$ cat src/pps_pkg.sv
// Shared types and constants for the pure pursuit steering block.
// Used by pps_front, pps_back and the top level.
package pps_pkg;

    localparam int FRAC_BITS = 16;
    localparam int REG_W     = 20;
    localparam int POS_W     = 24;
    localparam int LIN_W     = 21;
    localparam int TURN_W    = 24;
    localparam int NUM_REGS  = 7;
    localparam int ADDR_W    = 5;
    localparam int SQ_W      = 48;
    localparam int DEN_W     = 49;
    localparam int NUM_W     = 68;

    localparam logic [TURN_W-2:0] TURN_SAT = '1;

    // register indexes
    localparam logic [2:0] REG_SPEED_MAX = 3'd0;
    localparam logic [2:0] REG_SPEED_MIN = 3'd1;
    localparam logic [2:0] REG_RAMP_ST   = 3'd2;
    localparam logic [2:0] REG_RAMP_END  = 3'd3;
    localparam logic [2:0] REG_ARRIVE    = 3'd4;
    localparam logic [2:0] REG_HALF_TRK  = 3'd5;
    localparam logic [2:0] REG_STRAIGHT  = 3'd6;

    localparam logic [REG_W-1:0] RST_SPEED_MAX = 20'd9830;
    localparam logic [REG_W-1:0] RST_SPEED_MIN = 20'd3277;
    localparam logic [REG_W-1:0] RST_RAMP_ST   = 20'd19661;
    localparam logic [REG_W-1:0] RST_RAMP_END  = 20'd9830;
    localparam logic [REG_W-1:0] RST_ARRIVE    = 20'd655;
    localparam logic [REG_W-1:0] RST_HALF_TRK  = 20'd10813;
    localparam logic [REG_W-1:0] RST_STRAIGHT  = 20'd197;

    // command codes
    localparam logic CMD_NEW_GOAL = 1'b0;
    localparam logic CMD_TICK     = 1'b1;

    typedef struct packed {
        logic [REG_W-1:0] speed_max;
        logic [REG_W-1:0] speed_min;
        logic [REG_W-1:0] ramp_start;
        logic [REG_W-1:0] ramp_end;
        logic [REG_W-1:0] arrive_tol;
        logic [REG_W-1:0] half_track;
        logic [REG_W-1:0] straight_band;
    } t_cfg;

    typedef struct packed {
        logic              command;
        logic [POS_W-1:0]  goal_y;
        logic [POS_W-1:0]  goal_x;
    } t_item;

    typedef struct packed {
        logic              goal_active;
        logic [TURN_W-1:0] turn_rate;
        logic [LIN_W-1:0]  linear_speed;
    } t_result;

endpackage

$ cat src/pps_front.sv
// Front end: takes input transfers into a two-entry queue.
// Depends on pps_pkg for the item type.
module pps_front (
    input  logic           i_clk,
    input  logic           i_rst_n,
    input  logic           i_valid,
    output logic           o_ready,
    input  pps_pkg::t_item i_item,
    output logic           o_valid,
    input  logic           i_ready,
    output pps_pkg::t_item o_item
);

    pps_pkg::t_item r_mem [2];
    logic       r_wr, r_rd;
    logic [1:0] r_cnt;
    logic       push, pop;

    assign o_ready = (r_cnt != 2'd2);
    assign o_valid = (r_cnt != 2'd0);
    assign o_item  = r_mem[r_rd];
    assign push    = i_valid && o_ready;
    assign pop     = o_valid && i_ready;

    // store the item and advance the pointers
    always_ff @(posedge i_clk) begin
        if (push) begin
            r_mem[r_wr] <= i_item;
        end
        if (!i_rst_n) begin
            r_wr  <= 1'b0;
            r_rd  <= 1'b0;
            r_cnt <= 2'd0;
        end else begin
            if (push) r_wr <= ~r_wr;
            if (pop)  r_rd <= ~r_rd;
            r_cnt <= r_cnt + 2'(push) - 2'(pop);
        end
    end

endmodule

$ cat src/pps_back.sv
// Back end: sequencer with one shared multiplier, a digit-serial square root
// and a shared restoring divider. Depends on pps_pkg.
module pps_back (
    input  logic             i_clk,
    input  logic             i_rst_n,
    input  pps_pkg::t_cfg    i_cfg,
    input  logic             i_valid,
    output logic             o_ready,
    input  pps_pkg::t_item   i_item,
    output logic             o_valid,
    input  logic             i_ready,
    output pps_pkg::t_result o_result
);

    typedef enum logic [13:0] {
        S_IDLE  = 14'b00000000000001,
        S_SQX   = 14'b00000000000010,
        S_SQY   = 14'b00000000000100,
        S_SQRT  = 14'b00000000001000,
        S_CHK   = 14'b00000000010000,
        S_RMUL  = 14'b00000000100000,
        S_DIV   = 14'b00000001000000,
        S_RDONE = 14'b00000010000000,
        S_DEN   = 14'b00000100000000,
        S_VLO   = 14'b00001000000000,
        S_VHI   = 14'b00010000000000,
        S_WSET  = 14'b00100000000000,
        S_WDONE = 14'b01000000000000,
        S_OUT   = 14'b10000000000000
    } t_state;

    localparam int PW = pps_pkg::POS_W;
    localparam int RW = pps_pkg::REG_W;

    t_state r_state, r_ret;
    logic              r_flag;
    logic [PW-1:0]     r_ax, r_ay, r_yeff, r_root;
    logic              r_xneg, r_yneg, r_vneg, r_wneg, r_dneg;
    logic [pps_pkg::SQ_W-1:0]  r_s, r_sh;
    logic [PW+1:0]     r_srem;
    logic [4:0]        r_cnt;
    logic [RW-1:0]     r_m;
    logic [pps_pkg::DEN_W-1:0] r_dvs, r_rem;
    logic [PW-1:0]     r_nsh, r_q;
    logic [43:0]       r_acc;
    logic [RW-1:0]     r_v;
    logic [PW-2:0]     r_w;

    logic [PW-1:0]     mul_a, mul_b;
    logic [2*PW-1:0]   prod;
    logic [PW+1:0]     sq_cur, sq_trial;
    logic [pps_pkg::DEN_W:0] dv_t;
    logic [pps_pkg::DEN_W-1:0] den;
    logic [pps_pkg::NUM_W-1:0] num_v, num_w;
    logic [RW:0]       dspan;
    logic [RW-1:0]     span_mag;
    logic [PW-1:0]     ax_in, ay_in;

    assign o_ready = (r_state == S_IDLE);
    assign o_valid = (r_state == S_OUT);
    assign o_result.goal_active  = ~r_flag;
    assign o_result.linear_speed = r_vneg ? -{1'b0, r_v} : {1'b0, r_v};
    assign o_result.turn_rate    = r_wneg ? -{1'b0, r_w} : {1'b0, r_w};

    assign ax_in = i_item.goal_x[PW-1] ? -i_item.goal_x : i_item.goal_x;
    assign ay_in = i_item.goal_y[PW-1] ? -i_item.goal_y : i_item.goal_y;

    // speed span, signed
    assign dspan    = {1'b0, i_cfg.speed_max} - {1'b0, i_cfg.speed_min};
    assign span_mag = dspan[RW] ? RW'(-dspan) : dspan[RW-1:0];

    // shared multiplier operand selection
    always_comb begin
        mul_a = r_m + PW'(0);
        mul_b = r_s[PW-1:0];
        case (r_state)
            S_SQX:   begin mul_a = r_ax;   mul_b = r_ax; end
            S_SQY:   begin mul_a = r_ay;   mul_b = r_ay; end
            S_RMUL:  begin mul_a = r_root - PW'(i_cfg.ramp_end); mul_b = PW'(span_mag); end
            S_DEN:   begin mul_a = r_yeff; mul_b = PW'(i_cfg.half_track); end
            S_VLO:   begin mul_a = PW'(r_m); mul_b = r_s[PW-1:0]; end
            S_VHI:   begin mul_a = PW'(r_m); mul_b = r_s[2*PW-1:PW]; end
            S_WSET:  begin mul_a = PW'(r_m); mul_b = r_yeff; end
            default: begin mul_a = PW'(r_m); mul_b = r_s[PW-1:0]; end
        endcase
    end
    assign prod = mul_a * mul_b;

    // square root digit and divider step
    assign sq_cur   = {r_srem[PW-1:0], r_sh[pps_pkg::SQ_W-1 -: 2]};
    assign sq_trial = {r_root, 2'b01};
    assign dv_t     = {r_rem, r_nsh[PW-1]};

    assign den   = r_s + pps_pkg::DEN_W'({prod[43:0], 2'b00});
    assign num_v = pps_pkg::NUM_W'(r_acc) + (pps_pkg::NUM_W'(prod[43:0]) << PW);
    assign num_w = pps_pkg::NUM_W'(prod[43:0]) << (pps_pkg::FRAC_BITS + 2);

    // sequencer
    always_ff @(posedge i_clk) begin
        if (!i_rst_n) begin
            r_state <= S_IDLE;
            r_ret   <= S_IDLE;
            r_flag  <= 1'b1;
        end else begin
            case (r_state)
                S_IDLE: begin
                    if (i_valid) begin
                        r_ax   <= ax_in;
                        r_ay   <= ay_in;
                        r_xneg <= i_item.goal_x[PW-1];
                        r_yneg <= i_item.goal_y[PW-1];
                        if (i_item.command == pps_pkg::CMD_NEW_GOAL) begin
                            r_flag  <= 1'b0;
                            r_v     <= '0;
                            r_w     <= '0;
                            r_vneg  <= 1'b0;
                            r_wneg  <= 1'b0;
                            r_state <= S_OUT;
                        end else begin
                            r_state <= S_SQX;
                        end
                    end
                end
                S_SQX: begin
                    r_s     <= prod;
                    r_state <= S_SQY;
                end
                S_SQY: begin
                    r_s     <= r_s + prod;
                    r_sh    <= r_s + prod;
                    r_srem  <= '0;
                    r_root  <= '0;
                    r_cnt   <= 5'd24;
                    r_state <= S_SQRT;
                end
                S_SQRT: begin
                    // one result bit per cycle
                    if (sq_cur >= sq_trial) begin
                        r_srem <= sq_cur - sq_trial;
                        r_root <= {r_root[PW-2:0], 1'b1};
                    end else begin
                        r_srem <= sq_cur;
                        r_root <= {r_root[PW-2:0], 1'b0};
                    end
                    r_sh  <= r_sh << 2;
                    r_cnt <= r_cnt - 5'd1;
                    if (r_cnt == 5'd1) r_state <= S_CHK;
                end
                S_CHK: begin
                    // on arrival both magnitudes are zero, so the signs do not matter
                    r_yeff <= (r_ay > PW'(i_cfg.straight_band)) ? r_ay : '0;
                    r_vneg <= r_xneg;
                    r_wneg <= r_yneg ^ r_xneg;
                    if (r_root < PW'(i_cfg.arrive_tol)) begin
                        r_flag  <= 1'b1;
                        r_v     <= '0;
                        r_w     <= '0;
                        r_state <= S_OUT;
                    end else if (r_root > PW'(i_cfg.ramp_start)) begin
                        r_m     <= i_cfg.speed_max;
                        r_state <= S_DEN;
                    end else if (r_root < PW'(i_cfg.ramp_end)
                                 || i_cfg.ramp_start <= i_cfg.ramp_end) begin
                        r_m     <= i_cfg.speed_min;
                        r_state <= S_DEN;
                    end else begin
                        r_state <= S_RMUL;
                    end
                end
                S_RMUL: begin
                    // quotient stays below 2^20 as the offset is within the span
                    r_dneg  <= dspan[RW];
                    r_dvs   <= pps_pkg::DEN_W'(i_cfg.ramp_start - i_cfg.ramp_end);
                    r_rem   <= pps_pkg::DEN_W'(prod >> RW);
                    r_nsh   <= PW'(prod << (PW - RW));
                    r_q     <= '0;
                    r_cnt   <= 5'(RW);
                    r_ret   <= S_RDONE;
                    r_state <= S_DIV;
                end
                S_DIV: begin
                    if (dv_t >= {1'b0, r_dvs}) begin
                        r_rem <= pps_pkg::DEN_W'(dv_t - {1'b0, r_dvs});
                        r_q   <= {r_q[PW-2:0], 1'b1};
                    end else begin
                        r_rem <= dv_t[pps_pkg::DEN_W-1:0];
                        r_q   <= {r_q[PW-2:0], 1'b0};
                    end
                    r_nsh <= r_nsh << 1;
                    r_cnt <= r_cnt - 5'd1;
                    if (r_cnt == 5'd1) r_state <= r_ret;
                end
                S_RDONE: begin
                    r_m     <= r_dneg ? i_cfg.speed_min - r_q[RW-1:0]
                                      : i_cfg.speed_min + r_q[RW-1:0];
                    r_state <= S_DEN;
                end
                S_DEN: begin
                    r_dvs <= den;
                    if (den == '0) begin
                        r_v     <= r_m;
                        r_w     <= '0;
                        r_state <= S_OUT;
                    end else begin
                        r_state <= S_VLO;
                    end
                end
                S_VLO: begin
                    r_acc   <= prod[43:0];
                    r_state <= S_VHI;
                end
                S_VHI: begin
                    // linear speed never exceeds the limit, so 21 quotient bits
                    r_rem   <= pps_pkg::DEN_W'(num_v >> (RW + 1));
                    r_nsh   <= PW'(num_v << (PW - RW - 1));
                    r_q     <= '0;
                    r_cnt   <= 5'(RW + 1);
                    r_ret   <= S_WSET;
                    r_state <= S_DIV;
                end
                S_WSET: begin
                    r_v <= r_q[RW-1:0];
                    if ((num_w >> (PW - 1)) >= pps_pkg::NUM_W'(r_dvs)) begin
                        r_w     <= pps_pkg::TURN_SAT;
                        r_state <= S_OUT;
                    end else begin
                        r_rem   <= pps_pkg::DEN_W'(num_w >> (PW - 1));
                        r_nsh   <= PW'(num_w << 1);
                        r_q     <= '0;
                        r_cnt   <= 5'(PW - 1);
                        r_ret   <= S_WDONE;
                        r_state <= S_DIV;
                    end
                end
                S_WDONE: begin
                    r_w     <= r_q[PW-2:0];
                    r_state <= S_OUT;
                end
                S_OUT: begin
                    if (i_ready) r_state <= S_IDLE;
                end
                default: r_state <= S_IDLE;
            endcase
        end
    end

endmodule

$ cat src/pure_pursuit_speed_limited_steering.sv
// Top level: configuration registers, front queue, back sequencer, output register.
// Depends on pps_pkg, pps_front and pps_back.
//
//   port group   dir   transfer when        contents
//   s_axis_*     in    tvalid && tready     goal_x, goal_y in tdata; command in tuser
//   m_axis_*     out   tvalid && tready     linear_speed, turn_rate, goal_active
//   APB          in    psel&penable&pwrite  seven 20-bit registers at 4*i
//
// A new-goal item skips the arithmetic. A control tick runs a 24-step square root and,
// unless it arrives, up to three serial divisions (20, 21 and 23 steps) on one shared
// divider. Reset is synchronous and active low; it restores the register defaults and
// marks no goal active. The input queue holds two items while the output stalls.
module pure_pursuit_speed_limited_steering (
    input  logic        i_clk,
    input  logic        i_rst_n,
    input  logic        s_axis_tvalid,
    output logic        s_axis_tready,
    input  logic [47:0] s_axis_tdata,   // goal_x[23:0], goal_y[47:24]
    input  logic        s_axis_tuser,   // command[0]
    output logic        m_axis_tvalid,
    input  logic        m_axis_tready,
    output logic [47:0] m_axis_tdata,   // linear_speed[20:0], turn_rate[44:21],
                                        // goal_active[45], zero[47:46]
    input  logic        psel,
    input  logic        penable,
    input  logic        pwrite,
    input  logic [pps_pkg::ADDR_W-1:0] paddr,
    input  logic [31:0] pwdata,
    output logic [31:0] prdata,
    output logic        pready
);

    pps_pkg::t_cfg    r_cfg;
    pps_pkg::t_item   in_item, q_item;
    pps_pkg::t_result b_res, r_res;
    logic q_valid, q_ready, b_valid, b_ready, r_ovalid;
    logic cfg_wr;

    assign pready = 1'b1;
    assign cfg_wr = psel && penable && pwrite;

    // register writes
    always_ff @(posedge i_clk) begin
        if (!i_rst_n) begin
            r_cfg.speed_max     <= pps_pkg::RST_SPEED_MAX;
            r_cfg.speed_min     <= pps_pkg::RST_SPEED_MIN;
            r_cfg.ramp_start    <= pps_pkg::RST_RAMP_ST;
            r_cfg.ramp_end      <= pps_pkg::RST_RAMP_END;
            r_cfg.arrive_tol    <= pps_pkg::RST_ARRIVE;
            r_cfg.half_track    <= pps_pkg::RST_HALF_TRK;
            r_cfg.straight_band <= pps_pkg::RST_STRAIGHT;
        end else if (cfg_wr) begin
            case (paddr[4:2])
                pps_pkg::REG_SPEED_MAX: r_cfg.speed_max     <= pwdata[19:0];
                pps_pkg::REG_SPEED_MIN: r_cfg.speed_min     <= pwdata[19:0];
                pps_pkg::REG_RAMP_ST:   r_cfg.ramp_start    <= pwdata[19:0];
                pps_pkg::REG_RAMP_END:  r_cfg.ramp_end      <= pwdata[19:0];
                pps_pkg::REG_ARRIVE:    r_cfg.arrive_tol    <= pwdata[19:0];
                pps_pkg::REG_HALF_TRK:  r_cfg.half_track    <= pwdata[19:0];
                pps_pkg::REG_STRAIGHT:  r_cfg.straight_band <= pwdata[19:0];
                default: ;
            endcase
        end
    end

    // register reads
    always_comb begin
        case (paddr[4:2])
            pps_pkg::REG_SPEED_MAX: prdata = 32'(r_cfg.speed_max);
            pps_pkg::REG_SPEED_MIN: prdata = 32'(r_cfg.speed_min);
            pps_pkg::REG_RAMP_ST:   prdata = 32'(r_cfg.ramp_start);
            pps_pkg::REG_RAMP_END:  prdata = 32'(r_cfg.ramp_end);
            pps_pkg::REG_ARRIVE:    prdata = 32'(r_cfg.arrive_tol);
            pps_pkg::REG_HALF_TRK:  prdata = 32'(r_cfg.half_track);
            pps_pkg::REG_STRAIGHT:  prdata = 32'(r_cfg.straight_band);
            default:                prdata = 32'd0;
        endcase
    end

    assign in_item.command = s_axis_tuser;
    assign in_item.goal_x  = s_axis_tdata[23:0];
    assign in_item.goal_y  = s_axis_tdata[47:24];

    pps_front u_front (
        .i_clk   (i_clk),
        .i_rst_n (i_rst_n),
        .i_valid (s_axis_tvalid),
        .o_ready (s_axis_tready),
        .i_item  (in_item),
        .o_valid (q_valid),
        .i_ready (q_ready),
        .o_item  (q_item)
    );

    pps_back u_back (
        .i_clk    (i_clk),
        .i_rst_n  (i_rst_n),
        .i_cfg    (r_cfg),
        .i_valid  (q_valid),
        .o_ready  (q_ready),
        .i_item   (q_item),
        .o_valid  (b_valid),
        .i_ready  (b_ready),
        .o_result (b_res)
    );

    // output register: load when empty or being drained
    assign b_ready = !r_ovalid || m_axis_tready;
    always_ff @(posedge i_clk) begin
        if (b_valid && b_ready) begin
            r_res <= b_res;
        end
        if (!i_rst_n) begin
            r_ovalid <= 1'b0;
        end else if (b_ready) begin
            r_ovalid <= b_valid;
        end
    end

    assign m_axis_tvalid = r_ovalid;
    assign m_axis_tdata  = {2'b00, r_res};

endmodule

$ cat config.mk
export PLATFORM = sky130hd
export DESIGN_NAME = pure_pursuit_speed_limited_steering
export DESIGN_NICKNAME = d
export VERILOG_FILES = /design/src/pps_pkg.sv /design/src/pps_front.sv /design/src/pps_back.sv /design/src/pure_pursuit_speed_limited_steering.sv
export SDC_FILE = /design/constraint.sdc
export NUM_CORES = 2
export LEC_CHECK = 0
export BUFFER_PORTS_ARGS = -buffer_cell sky130_fd_sc_hd__buf_2
export CAP_MARGIN = 20
export CORE_UTILIZATION = 45
export CTS_CLUSTER_SIZE = 28
export DETAILED_ROUTE_END_ITERATION = 8
export PLACE_DENSITY = 0.57
export SLEW_MARGIN = 5
export SYNTH_ARGS = -nofsm -noshare
export SYNTH_HDL_FRONTEND = slang
export SYNTH_SLANG_ARGS = --single-unit
$ cat constraint.sdc
create_clock -name i_clk -period 16.83 [get_ports i_clk]
set_clock_uncertainty 0.15 [all_clocks]
set_input_delay 3.366 -clock i_clk [delete_from_list [all_inputs] [get_ports i_clk]]
set_output_delay 3.366 -clock i_clk [all_outputs]
set_load 0.005 [all_outputs]
# [Word-level counts from Yosys, hierarchy flattened]
# Memory sizes are Yosys's and may differ from the RTL's. A register that Yosys moved wholly into a read port is not among the register bits.
# Index checks and enable logic that the tools add are counted.
[word_totals] latch_bits=0 in_bits=93 regBits=698 ram_bits=98 rom_bits=0 memories=1 word_cells=219
[op_classes] n_eq_ne=33 bitwise=4 magnitude_cmp=8 addsub=18 mul=1 n_div=0 n_reduce_logical=48 n_mux=64 shift=0
[memory_table] name="u_front.r_mem" words=2 width=49 read_ports=1 rd_clocked_by_memory_dff=1 write_ports=1 line="pps_front.sv:14" text="pps_pkg::t_item r_mem [2];"
[ops] op="two-way mux 23 bit" count=9
[ops] op="two-way mux 20 bit" count=10
[ops] op="case mux 49 bit (4 select lines)" count=1
[ops] op="case mux 24 bit (4 select lines)" count=2
[ops] op="case mux 48 bit (2 select lines)" count=2
[ops] op="case mux 14 bit (13 select lines)" count=1
[ops] op="case mux 24 bit (6 select lines)" count=1
[ops] op="two-way mux 14 bit" count=10
[ops] op="case mux 20 bit (7 select lines)" count=1
[ops] op="case mux 23 bit (5 select lines)" count=1
[ops] op="two-way mux 49 bit" count=2
[ops] op="case mux 49 bit (2 select lines)" count=1
[ops] op="case mux 24 bit (2 select lines)" count=2
[ops] op="case mux 20 bit (4 select lines)" count=1
[ops] op="case mux 23 bit (3 select lines)" count=1
[ops] op="adder 44 x 68 -> 68 bit" count=1
[ops] op="greater-or-equal comparator 50 x 49 -> 1 bit" count=1
[ops] op="adder 48 x 46 -> 49 bit" count=1
[ops] op="greater-or-equal comparator 39 x 49 -> 1 bit" count=1
[ops] op="zero test 49 bit" count=1
[ops] op="subtractor 49 bit" count=1
[ops] op="adder 48 bit" count=1
[ops] op="greater-than comparator 24 x 20 -> 1 bit" count=2
[ops] op="< comparator 24 x 20 -> 1 bit" count=2
[ops] op="other kinds (60)" count=120

# [Longest topological paths before layout]
[depth] depth_word=9 mapped_depth=55 mapped_depth_nobuf=53

# [Modules after synthesis]
# From an unflattened synthesis, not the netlist that was laid out.
[hier_totals] hier_cells=7693 hier_area_um2=71925.2
[by_module_without_submodules] mod="pps_back" n_inst=1 cells_each=6784 seq_area_each_um2=14644.0 area_per_inst_um2=60010.1
[by_module_without_submodules] mod="pure_pursuit_speed_limited_steering" n_inst=1 cells_each=733 seq_area_each_um2=4204.0 area_per_inst_um2=8100.3
[by_module_without_submodules] mod="pps_front" n_inst=1 cells_each=176 seq_area_each_um2=3042.9 area_per_inst_um2=3814.9

# [Least setup slack after synthesis]
# OpenSTA, ideal clock, no wires.
[synth_timing] kind="reg2reg" start="register u_back.r_root[0]" end="register u_back.r_w[0], enable pin" path_buffers=3 setup_slack_ps=3162 path_stages_with_launch=53 setup_ps=403 arrival_time_ps=13115 cell_sequence="edfxtp_1 > inv_1 > ha_1 > inv_1 > fa_1 > a21o_1 > a21o_1 > a2111oi_0 > o311a_1 > a211oi_1 > o21ai_0 > a21boi_0 > o21ai_0 > nand2b_1 > xnor2_1 > o211ai_1 > clkbuf_1 > nand2_1 > [17 not listed] > o211a_1 > o21a_1 > nor4b_1 > nand3b_1 > nand3_1 > ha_1 > clkbuf_1 > nand2_1 > nor4_1 > and3_1 > and3_1 > a211oi_1 > o211ai_1 > o2111a_1 > nand4_1 > nor4_1 > o2111ai_1 > nor2_1"
[synth_via] elab_chain_cells=7
[synth_lines] item="start: declaration" line="pps_back.sv:37" text="logic [PW-1:0] r_ax, r_ay, r_yeff, r_root;"
[synth_lines] item="start signal: assignment" line="pps_back.sv:140" text="r_root <= {r_root[PW-2:0], 1'b1};"
[synth_lines] item="start signal: assignment" line="pps_back.sv:143" text="r_root <= {r_root[PW-2:0], 1'b0};"
[synth_lines] item="subtractor 24 x 20 -> 24 bit (*)" line="pps_back.sv:79" text="S_RMUL: begin mul_a = r_root - PW'(i_cfg.ramp_end); mul_b = PW'(span_mag); end"
[synth_lines] item="case mux 24 bit (4 select lines) (*)" line="pps_back.sv:76" text="case (r_state)"
[synth_lines] item="multiplier 24 x 24 -> 48 bit (*)" line="pps_back.sv:87" text="assign prod = mul_a * mul_b;"
[synth_lines] item="via u_back.prod[39]" line="pps_back.sv:50" text="logic [2*PW-1:0] prod;"
[synth_lines] item="adder 48 x 46 -> 49 bit" line="pps_back.sv:94" text="assign den = r_s + pps_pkg::DEN_W'({prod[43:0], 2'b00});"
[synth_lines] item="zero test 49 bit" line="pps_back.sv:200" text="if (den == '0) begin"
[synth_lines] item="!= test 2 x 1 -> 1 bit (no line)"
[synth_lines] item="AND reduction 7 bit (no line) (*)"
[synth_lines] item="end signal: assignment" line="pps_back.sv:224" text="r_w <= pps_pkg::TURN_SAT;"
[synth_lines] item="end signal: assignment" line="pps_back.sv:236" text="r_w <= r_q[PW-2:0];"
[synth_lines] item="end: declaration" line="pps_back.sv:47" text="logic [PW-2:0] r_w;"
# The timed path passes the listed nets; every way through them passes the cells marked *.
# A chain may end at the register's enable or synchronous reset.

# [Final worst setup path]
[layout_timing] start="register r_cfg[102] (netlist name)" end="register u_back.r_w[21], enable pin"
[layout_lines] item="start: declaration" line="pure_pursuit_speed_limited_steering.sv:33" text="pps_pkg::t_cfg r_cfg;"
[layout_lines] item="subtractor 20 x 20 -> 21 bit (*)" line="pps_back.sv:69" text="assign dspan = {1'b0, i_cfg.speed_max} - {1'b0, i_cfg.speed_min};"
[layout_lines] item="via u_back.dspan[20]" line="pps_back.sv:55" text="logic [RW:0] dspan;"
[layout_lines] item="two-way mux 20 bit (*)" line="pps_back.sv:70" text="assign span_mag = dspan[RW] ? RW'(-dspan) : dspan[RW-1:0];"
[layout_lines] item="case mux 24 bit (6 select lines) (*)" line="pps_back.sv:76"
[layout_lines] item="multiplier 24 x 24 -> 48 bit (*)" line="pps_back.sv:87"
[layout_lines] item="via u_back.prod[42]" line="pps_back.sv:50"
[layout_lines] item="adder 48 x 46 -> 49 bit" line="pps_back.sv:94"
[layout_lines] item="zero test 49 bit" line="pps_back.sv:200"
[layout_lines] item="!= test 2 x 1 -> 1 bit (no line)"
[layout_lines] item="AND reduction 7 bit (no line) (*)"
# Marked as above.

==> reports/metrics.yaml <==
run_status: "finished, final reports clean"
timing.final.crit_share_pct: 92.7
timing_worst_slew_pin_value_ns: 1.26
cp.depth: 54
clk_latency_ns: 0.76
synth_top_flop_cell: "edfxtp_1"
via_to_cell_ratio: 5.93
remaining_drc_errors: 0
effective_utilization_at_floorplan_pct: 45.3
hp-start: "u_back.r_ret[12]"
cts.sink_count: 784
layout.nets: 9008
cts_tree: "built"
final_layout_size_suffix_gt1_share_pct: 8.05
fmaxAchievable_mhz: 64.1
seq_area_frac_synth_pct: 30.9
rr_startpoint: "r_cfg[102]"
setup_crit_start_kind: "register"
maxSlewViolCount: 0
worst_hold_path.endpoint: "u_back.r_state[12]"
unrepaired_setup_endpoints_after_global_routing: "no"
tns_ns: 0
ys_types: 97
final_instance_count_excl_fillers: 10000
finalWeightedCongestion: 1.01
critical_path.n_buffers_inverters: 14
htreeDepth: 3
root_buffer: "clkbuf_16"
critPathCaptureType: "register"
timing.final.hold_violations: 0
coreArea_um2: 156000
number_of_post_cts_setup_repair_buffers: 0
post_synth.cell_area_avg_um2: 9.12
worst_hold_path_type: "register to register"
first_global_vias: 57300
min_delay_path_depth: 1
pin_count_of_the_biggest_net_entering_global_routing: 86
cts_buffers: 94
dp_hpwl_um: 202000
fin_crit_ns: 15.60
port_buffers: 146
synth-async-reset-ratio_pct: 0
die-width_um: 399
final_common_cell: "nand2_1"
ant_nets: 0
crit_fanout: 23
critical-path-top-delay-family: "compound AO/OA/AOI/OAI gates"
floorplan.io_pins: 176
setup_viol: 0
fp-row-count: 145
cp_common_cell: "inv_1"
synth_register_bits: 784
holdBufCountCts: 0
grt_pass1_wl_um: 377000
detailedRoute.firstIterationViolations: 6279
wire_per_inst_um: 25.7
cp_slowest_stage_delay_ns: 0.94
worst-endpoint-required_ns: 17.09
timing.max_slew.rel_slack_pct: 16.0
critical_path.reg2reg.endpoint: "u_back.r_w[21]"
die_area_um2: 159000
ff2ff_setup_slack_ns: 1.23
final_critical_path_setup_slack_ns: 1.23
routed-via-count: 59400
clk_pin_slew_worst_paths_ns: 0.07
synth_edf_count: 619
place.detailed.instances: 9835
grt.overflow.total: 0
gr-usage-all-layers_pct: 32.1
data_arrival_critical_path_ns: 15.86
crit_type: "register to register"
r2r_cells: 54
utilization_pct: 49.9
timing.max_cap.violations: 0
number_of_antenna_violations_at_the_first_check_in_global_routing: 11
pre_cts_ws_ns: 1.56
die_height_um: 399
cts_buffer_depth: 3
cell_area_after_synthesis_um2: 70900
critical-path-slowest-cell: "a21oi_2"
number_of_gates_resized_after_cts: 0
flow.area_growth_from_synthesis_pct: 10.0
drt_pass1_iterations: 8
totalWireLength_um: 258000
top_library_cells_by_usage_in_the_layout_fill_and_taps_aside: "nand2_1, inv_1, edfxtp_1, ha_1, fa_1"
post_synth_inst_count: 7775
yosys_warnings: 0
==> worst register-to-register path, delay by kind of cell, from the launching register on <==
family | cells | cell delay [ns]
AOI/OAI and AO/OA | 20 | 5.83
xor gates and xnor gates | 1 | 0.47
adders and majority gates | 10 | 4.41
buffers and inverters | 14 | 2.03
DFF | 1 | 0.37
and+or+nand+nor | 9 | 2.02
==> worst max-delay path by stage <==
stage,from,end
2_1_floorplan,u_back.r_root[0],u_back.r_w[0]
3_3_place_gp,r_cfg[102],u_back.r_v[11]
3_5_place_dp,r_cfg[102],u_back.r_w[21]
4_1_cts,r_cfg[102],u_back.r_w[21]
5_1_grt,r_cfg[102],u_back.r_w[22]
6_report,r_cfg[102],u_back.r_w[21]
==> metrics by stage <==
stage / area (µm²) / hold WS (ns)
2_1_floorplan: 70900 / 0.273
3_3_place_gp: 74700 / 0.285
3_5_place_dp: 74700 / 0.294
4_1_cts: 77900 / 0.279
5_1_grt: 78000 / 0.304
6_report: 78000 / 0.277
==> flip-flops by register name (all words and copies together) (netlist names), 44 cells and up, named ones only <==
register,flops
u_back.r_sh,48
u_back.r_rem,49
m_axis_tdata,46
r_cfg,140
u_back.r_dvs,49
u_back.r_s,48
u_back.r_acc,44
u_front.r_mem,98
==> cells in the mapped netlist (all sizes together) (16+ instances only) <==
master	n	area share, %
nand2	1205	6.4
inv	857	4.5
edfxtp	619	26
ha	547	9.7
fa	490	14
nor2	432	2.3
o21ai	407	2.9
a21oi	400	2.8
clkbuf	300	1.6
xnor2	266	3.3
dfxtp	165	4.7
a21o	148	1.6
and2	129	1.1
xor2	129	1.6
a21boi	119	1.3
mux2i	115	1.6
nand3	113	0.80
nand2b	92	0.81
nor2b	92	0.81
nor3	89	0.64
o211ai	77	0.82
and3	75	0.66
o21a	66	0.70
nand4	65	0.58
buf	62	0.47
a22oi	51	0.54
a31oi	46	0.41
a211oi	43	0.47
o21bai	38	0.40
a222oi	36	0.51
a22o	33	0.41
or3	33	0.29
nor4	32	0.30
o31ai	28	0.30
a221oi	25	0.31
o22ai	25	0.22
mux2	21	0.33
nor3b	21	0.23
o32ai	20	0.25
or2	20	0.18
and4	19	0.23
o221ai	18	0.22
a2111oi	16	0.21
==> cell families (layout without fill, tap and decap cells) <==
| logic type | Yosys count | count (layout) | synth area share [%] |
|---|---|---|---|
| fa+ha+maj | 1037 | 1037 | 23.5 |
| xor+xnor | 395 | 395 | 4.88 |
| simple gates | 2467 | 2467 | 15.9 |
| buf+inv | 1221 | 1391 | 6.60 |
| compound gates | 1727 | 1727 | 16.0 |
| other cells | 2 | 19 | 0.0106 |
| flops | 784 | 784 | 30.9 |
| mux | 142 | 142 | 2.15 |
==> cell type report <==
cell class	count	area [µm²]
Clock buffer	116	2550
Timing Repair Buffer	356	2400
Fill cell	14900	78400
Inverter	859	3220
Sequential cell	784	21900
Antenna cell	4	10.0
Multi-Input combinational cell	5783	44700
Clock inverter	60	621
Tap cell	2058	2570
==> per-layer routing <==
layer / GRT usage (%) / routed length (µm)
met5: 0 / 0
met4: 15.9 / 14400
met3: 4.28 / 19100
met2: 50.4 / 116000
met1: 43.4 / 108000
Power is not shown: default switching activity piles up to over one toggle a cycle in this logic, so the estimate is an artifact.
